`src/design/asa_pkg.sv`:
```
// Shared constants, types and state codes of the allreduce slot aggregator
package asa_pkg;

	// field widths
	localparam int unsigned CHILD_W   = 3;
	localparam int unsigned SEQ_W     = 24;
	localparam int unsigned POS_W     = 8;
	localparam int unsigned WORD_W    = 32;
	localparam int unsigned CNT_W     = 4;

	// ring geometry
	localparam int unsigned WINDOW       = 64;
	localparam int unsigned MAX_CHILDREN = 8;
	localparam int unsigned MAX_WORDS    = 1 << POS_W;
	localparam int unsigned SLOTS        = 2 * WINDOW + 1;
	localparam int unsigned SLOT_W       = $clog2(SLOTS);
	localparam int unsigned SUM_DEPTH    = SLOTS * MAX_WORDS;
	localparam int unsigned SUM_AW       = SLOT_W + POS_W;

	// register reset and count ceiling
	localparam logic [CNT_W-1:0] CFG_RESET = CNT_W'(2);
	localparam logic [CNT_W-1:0] CNT_MAX   = '1;

	// reciprocal for seq mod SLOTS: quotient estimate is exact or one short
	localparam int unsigned RECIP_SH = SEQ_W + SLOT_W;
	localparam int unsigned RECIP_W  = SEQ_W + 1;
	localparam int unsigned PROD_W   = SEQ_W + RECIP_W;
	localparam int unsigned Q_W      = PROD_W - RECIP_SH;
	localparam logic [RECIP_W-1:0] RECIP = RECIP_W'((64'd1 << RECIP_SH) / SLOTS);

	// stream widths
	localparam int unsigned S_TDATA_W = SEQ_W + POS_W + WORD_W;
	localparam int unsigned M_TDATA_W = SEQ_W + POS_W + WORD_W;

	// per-slot arrival marks and contributor count
	typedef struct packed {
		logic [MAX_CHILDREN-1:0] marks;
		logic [CNT_W-1:0]        count;
	} meta_t;

	// slot of a sequence number and the slot WINDOW ahead of it
	typedef struct packed {
		logic [SLOT_W-1:0] slot;
		logic [SLOT_W-1:0] ahead;
	} slot_pair_t;

	typedef enum logic [2:0] {
		ST_CLEAR,
		ST_IDLE,
		ST_MAP,
		ST_READ,
		ST_MODIFY,
		ST_AHEAD,
		ST_EMIT
	} state_t;

endpackage

```
`src/design/asa_slot_map.sv`:
```
// Two-stage mapping of a sequence number onto its ring slot and the slot ahead
module asa_slot_map import asa_pkg::*; (
	input  logic             clk,
	input  logic             load,
	input  logic [SEQ_W-1:0] seq_num,
	output slot_pair_t       pair_s2
);

	logic [PROD_W-1:0] prod;
	logic [SEQ_W-1:0]  seq_s1;
	logic [Q_W-1:0]    quot_s1;
	logic [SEQ_W-1:0]  qm;
	logic [SEQ_W-1:0]  diff;
	logic [SLOT_W:0]   rem_raw;
	logic [SLOT_W:0]   rem;
	logic [SLOT_W:0]   ahead_raw;
	logic [SLOT_W:0]   ahead;

	// stage 1: quotient estimate by reciprocal multiply
	assign prod = PROD_W'(seq_num) * PROD_W'(RECIP);

	always_ff @(posedge clk) begin
		if (load) begin
			seq_s1  <= seq_num;
			quot_s1 <= prod[RECIP_SH +: Q_W];
		end
	end

	// stage 2: remainder with one correction, then the ahead slot
	always_comb begin
		qm        = SEQ_W'(quot_s1) * SEQ_W'(SLOTS);
		diff      = seq_s1 - qm;
		rem_raw   = diff[SLOT_W:0];
		rem       = (rem_raw >= (SLOT_W+1)'(SLOTS)) ? rem_raw - (SLOT_W+1)'(SLOTS) : rem_raw;
		ahead_raw = rem + (SLOT_W+1)'(WINDOW);
		ahead     = (ahead_raw >= (SLOT_W+1)'(SLOTS)) ?
		            ahead_raw - (SLOT_W+1)'(SLOTS) : ahead_raw;
	end

	always_ff @(posedge clk) begin
		pair_s2.slot  <= rem[SLOT_W-1:0];
		pair_s2.ahead <= ahead[SLOT_W-1:0];
	end

endmodule

```
`config.mk`:
```
export PLATFORM = sky130hd
export DESIGN_NAME = asa_slot_map
export DESIGN_NICKNAME = d
export VERILOG_FILES = /design/src/design/asa_pkg.sv /design/src/design/asa_slot_map.sv
export SDC_FILE = /design/constraint.sdc
export NUM_CORES = 1
export LEC_CHECK = 0
export BUFFER_PORTS_ARGS = -buffer_cell sky130_fd_sc_hd__clkbuf_2
export CORE_MARGIN = 1.5
export CORE_UTILIZATION = 50
export CTS_CLUSTER_SIZE = 24
export DETAILED_ROUTE_END_ITERATION = 7
export PLACE_DENSITY = 0.7
export SLEW_MARGIN = 20
export SYNTH_ARGS = -nofsm -noshare
export SYNTH_HDL_FRONTEND = slang
export SYNTH_SLANG_ARGS = --single-unit
```
`constraint.sdc`:
```
create_clock -name clk -period 8.22 [get_ports clk]
set_clock_uncertainty 0.15 [all_clocks]
set_input_delay 1.644 -clock clk [delete_from_list [all_inputs] [get_ports clk]]
set_output_delay 1.644 -clock clk [all_outputs]
set_load 0.02 [all_outputs]
```
# == Yosys cells after proc, flatten, opt, wreduce, memory -nomap -nowiden ==
# Index checks and enable logic that the tools add are counted.
# word_totals
regBits,42
latchBits,0
ram_bits,0
mem_bits_ro,0
in_bits,26
wordCells,14
mem_count,0
# classes
n_addsub,4
multipliers,2
n_div,0
order_cmp,2
eq_ne,0
shifts,0
mux,2
bitwise_logic,0
reduce_logical,0
# op_table
op,count
"multiplier 24 x 21 -> 45 bit, second input constant",1
">= comparator 9 x 8 -> 1 bit, second input constant",2
"multiplier 17 x 8 -> 9 bit, second input constant",1
"adder 9 x 7 -> 9 bit, second input constant",1
2-to-1 mux 9 bit,1
"subtractor 9 x 8 -> 9 bit, second input constant",1
subtractor 9 bit,1
2-to-1 mux 8 bit,1
"subtractor 8 bit, second input constant",1

# == Logic depth before layout (Yosys ltp) ==
# depth
ltp_word,7
mapped_depth,25

# == Worst setup path before layout ==
# OpenSTA, ideal clock, no wires.
# synth_timing
path_kind,input-to-reg
start,input seq_num[4]
end,"register quot_s1[8], data pin"
setup_time_ps,266
arrival_ps,7477
required_ps,7804
slack_ps,327
cell_stages,23
cell_sequence,inv_1 > fa_1 > xnor2_1 > ha_1 > fa_1 > inv_1 > fa_1 > inv_1 > fa_1 > fa_1 > inv_1 > fa_1 > inv_1 > ha_1 > and3_1 > nand3_1 > or3_1 > a21oi_1 > o2111ai_1 > o21ai_0 > a31o_2 > mux2i_1 > nand4_1
# synth_between
elab_chain_len,1
# synth_lines
item,line,source
start: declaration,asa_slot_map.sv:5,"input logic [SEQ_W-1:0] seq_num,"
multiplier 24 x 21 -> 45 bit,asa_slot_map.sv:20,assign prod = PROD_W'(seq_num) * PROD_W'(RECIP);
net prod[40],asa_slot_map.sv:9,logic [PROD_W-1:0] prod;
end signal: assignment,asa_slot_map.sv:25,quot_s1 <= prod[RECIP_SH +: Q_W];
end: declaration,asa_slot_map.sv:11,logic [Q_W-1:0] quot_s1;
# The timed path passes the listed nets, and every way through them passes these cells.
# A chain may end at the register's enable or synchronous reset.

# == Final worst setup path ==
# Same ends and word-level chain as after synthesis.

==> flow_metrics.py <==
metrics = {
    "critical_path": {
        "cp_top_family": "adder cells",
        "worst_path_largest_cell_delay_ns": 0.55,
        "crit_fanout": 4,
        "endpoint_kind": "flop",
        "path_buf_inv": 5,
        "r2r_end": "pair_s2[6]",
        "rrSetupSlack_ns": 2.90,
        "rr_worst_depth": 21,
        "worstPathArrival_ns": 7.81,
        "cp_cell_sequence": "clkbuf_2, fa_1, xor2_1, ha_1, or2_2, fa_1, inv_1, fa_1, inv_1, fa_1, fa_1, inv_1, fa_1, inv_1, ha_1, and3_4, nand3_1, or3_4, a21oi_2, o2111ai_2, o21ai_2, a31o_4, mux2i_1, nand4_1",
        "reg2reg_from": "seq_s1[2]",
        "required_ns": 8.09,
        "path_class": "primary input to flop",
        "startpoint_type": "primary input",
        "cp_slowest_cell": "fa_1",
        "crit_top_cell": "fa_1",
    },
    "placed_design": {
        "gp_congestion": 0.950,
        "hpwl_mm": 18.5,
        "port_buffers": 41,
    },
    "timing": {
        "fin_crit_sh": 0.966,
        "fmax_mhz": 126,
        "max_slew_margin": 0.540,
        "whs_ns": 0.963,
        "hold_viol_final": 0,
        "setup_viol": 0,
        "min_period_ns": 7.94,
        "rsz0062_at_grt": "yes",
        "slew_violations": 0,
        "final.setup.tns_ns": 0,
        "worst_slew_pin_slew_ns": 0.686,
    },
    "drt": {
        "final_antenna_net_count": 0,
        "wire_per_inst_microns": 17.0,
        "drt_drc_violations_left": 0,
        "via_per_inst": 5.14,
        "totalWireLength_mm": 20.4,
        "vias": 6184,
        "dr.pass1.iters": 4,
        "drt_iter0_drc": 300,
    },
    "die": {
        "floorplan.initialDensity": 0.508,
        "die_w_microns": 138,
        "die-area_sq_mm": 0.0189,
        "rows": 49,
        "io_pins": 42,
        "core_sq_mm": 0.0178,
        "fp.dieH_microns": 138,
    },
    "clock_network": {
        "clock_latency_ns": 0.28,
        "clock-sinks": 34,
        "cts_made_buffers": 5,
        "h-tree-depth": 2,
        "cts_root_buf": "clkbuf_16",
        "clock_path_buffers": 2,
        "cts_tree": "yes",
        "clk_pin_slew_ns": 0.06,
        "holdBufCountCts": 0,
    },
    "yosys": {
        "synth-main-ff-cell": "edfxtp_1",
        "async_flop_share": 0,
        "synth-seq-cells": 34,
        "yosysTopAreaCell": "fa_1",
        "synth_top_area_share": 0.360,
        "synth.distinct_cells": 65,
        "synthCells": 866,
        "yosysSeqAreaShare": 0.0950,
        "syn_area_sq_mm": 0.00906,
        "synth_area_leaders": "fa_1 36%, ha_1 25%, inv_1 10%",
        "synth_edf_count": 18,
        "yosys_warnings": 0,
        "syn-num-nets": 1237,
        "syn_avg_cell_area_sq_um": 10.5,
    },
    "finish": {
        "final_util": 0.572,
        "n_antenna_cell": 0,
        "regArea_sq_um": 861,
        "drive_gt1_frac": 0.149,
        "nFillCells": 1546,
        "nets": 1345,
        "multiInputGateArea_sq_mm": 0.00730,
        "area_growth_pct": 12.6,
    },
    "min_path": {
        "min_to": "pair_s2[9]",
        "min_from": "seq_s1[3]",
        "whs_path_depth": 3,
        "hp-class": "flop to flop",
    },
    "grt": {
        "grt_usage": 0.236,
        "gr-total-overflow": 0,
        "met1_usage": 0.309,
        "antenna_found_initial": 0,
        "gr-usage-met2": 0.412,
        "grt_pass1_vias": 6625,
        "grt_pass1_wl_mm": 33.2,
        "top_usage_layer": "met2",
        "grt_max_degree": 19,
        "grtUsageMet3": 0.0261,
    },
    "flow_run": {
        "max_cap_violations": 0,
    },
    "status": {
        "outcome": "finished clean",
    },
}
placed cells by master, fill, tap and decap left out, drive strengths merged, types with 3 or more instances in the layout:
cell type | netlist | final
a211oi | 6 | 6
a21o | 15 | 15
a21oi | 24 | 24
and2 | 5 | 5
buf | 1 | 62
clkbuf | 1 | 46
dfxtp | 16 | 16
edfxtp | 18 | 18
fa | 163 | 163
ha | 182 | 182
inv | 253 | 254
mux2i | 4 | 4
nand2 | 16 | 16
nand2b | 3 | 3
nand3 | 13 | 13
nor2 | 13 | 13
nor2b | 4 | 4
nor3 | 13 | 13
o211ai | 5 | 5
o21ai | 18 | 18
o21bai | 3 | 3
or2 | 4 | 4
or3 | 3 | 3
xnor2 | 34 | 34
xor2 | 13 | 13
synth_stat cells, drive strengths merged (6+ instances only):
master / instances
dfxtp: 16
o21ai: 18
a21oi: 24
nor3: 13
nor2: 13
nand2: 16
nand3: 13
a21o: 15
ha: 182
xnor2: 34
fa: 163
a211oi: 6
xor2: 13
edfxtp: 18
inv: 253
worst max-delay path by stage:
stage	slack, ns	cells after the start	from	endpoint
finish	0.28	24	seq_num[4]	quot_s1[8]
global placement	-0.11	23	seq_num[3]	quot_s1[8]
floorplan	0.33	23	seq_num[4]	quot_s1[8]
detailed placement	-0.22	24	seq_num[2]	quot_s1[8]
CTS	0.04	24	seq_num[2]	quot_s1[8]
global route	-0.03	23	seq_num[4]	quot_s1[8]
state kept, by name (all words and copies together), names as in the netlist:
register / flops
seq_s1: 9
quot_s1: 9
pair_s2: 16
worst reg2reg max path: cells and delay by family (launching register included):
family	cells	cell delay [ns]
flip-flops	1	0.40
buffers and inverters	2	0.12
AO/OA/AOI/OAI	7	1.83
AND/OR/NAND/NOR	5	0.86
XOR/XNOR	2	0.45
adder cells (fa/ha/maj)	5	1.45
cells by family after synthesis:
family	share of synthesized area
adder cells (fa/ha/maj)	0.611
buffers and inverters	0.106
AO/OA/AOI/OAI	0.0769
AND/OR/NAND/NOR	0.0548
XOR/XNOR	0.0516
flip-flops	0.0950
multiplexers	0.00442
metrics by stage:
| step | cells | setup slack [ns] | instance area (sq um) |
|---|---|---|---|
| after detailed placement | 1195 | -0.222 | 10000 |
| after CTS | 1203 | 0.0439 | 10100 |
| after global routing | 1204 | -0.0343 | 10200 |
| after floorplan | 866 | 0.327 | 9060 |
| after global placement | 1195 | -0.106 | 10000 |
| final | 1204 | 0.279 | 10200 |
area by class of cell:
cell class / instances / share of cell area
tap: 229 / 0.0281
sequential: 34 / 0.0844
multi-input combinational: 577 / 0.715
clock buffer: 5 / 0.0123
timing repair buffer: 103 / 0.0657
clock inverter: 3 / 0.00147
inverter: 253 / 0.0931
routing by layer:
layer	vias up	wire length [microns]
met5	-	0
met3	28	824
met2	120	10100
li1	2954	-
met1	3082	8950
met4	0	487
repair_timing:
action,CTS,global route
setup buffers,0,1
gates resized for setup,0,12
endpoints found under the setup margin,0,7
Power is left out: the tool's default activity adds up to more than one toggle a clock period on the data nets, which glitch-free logic cannot reach.
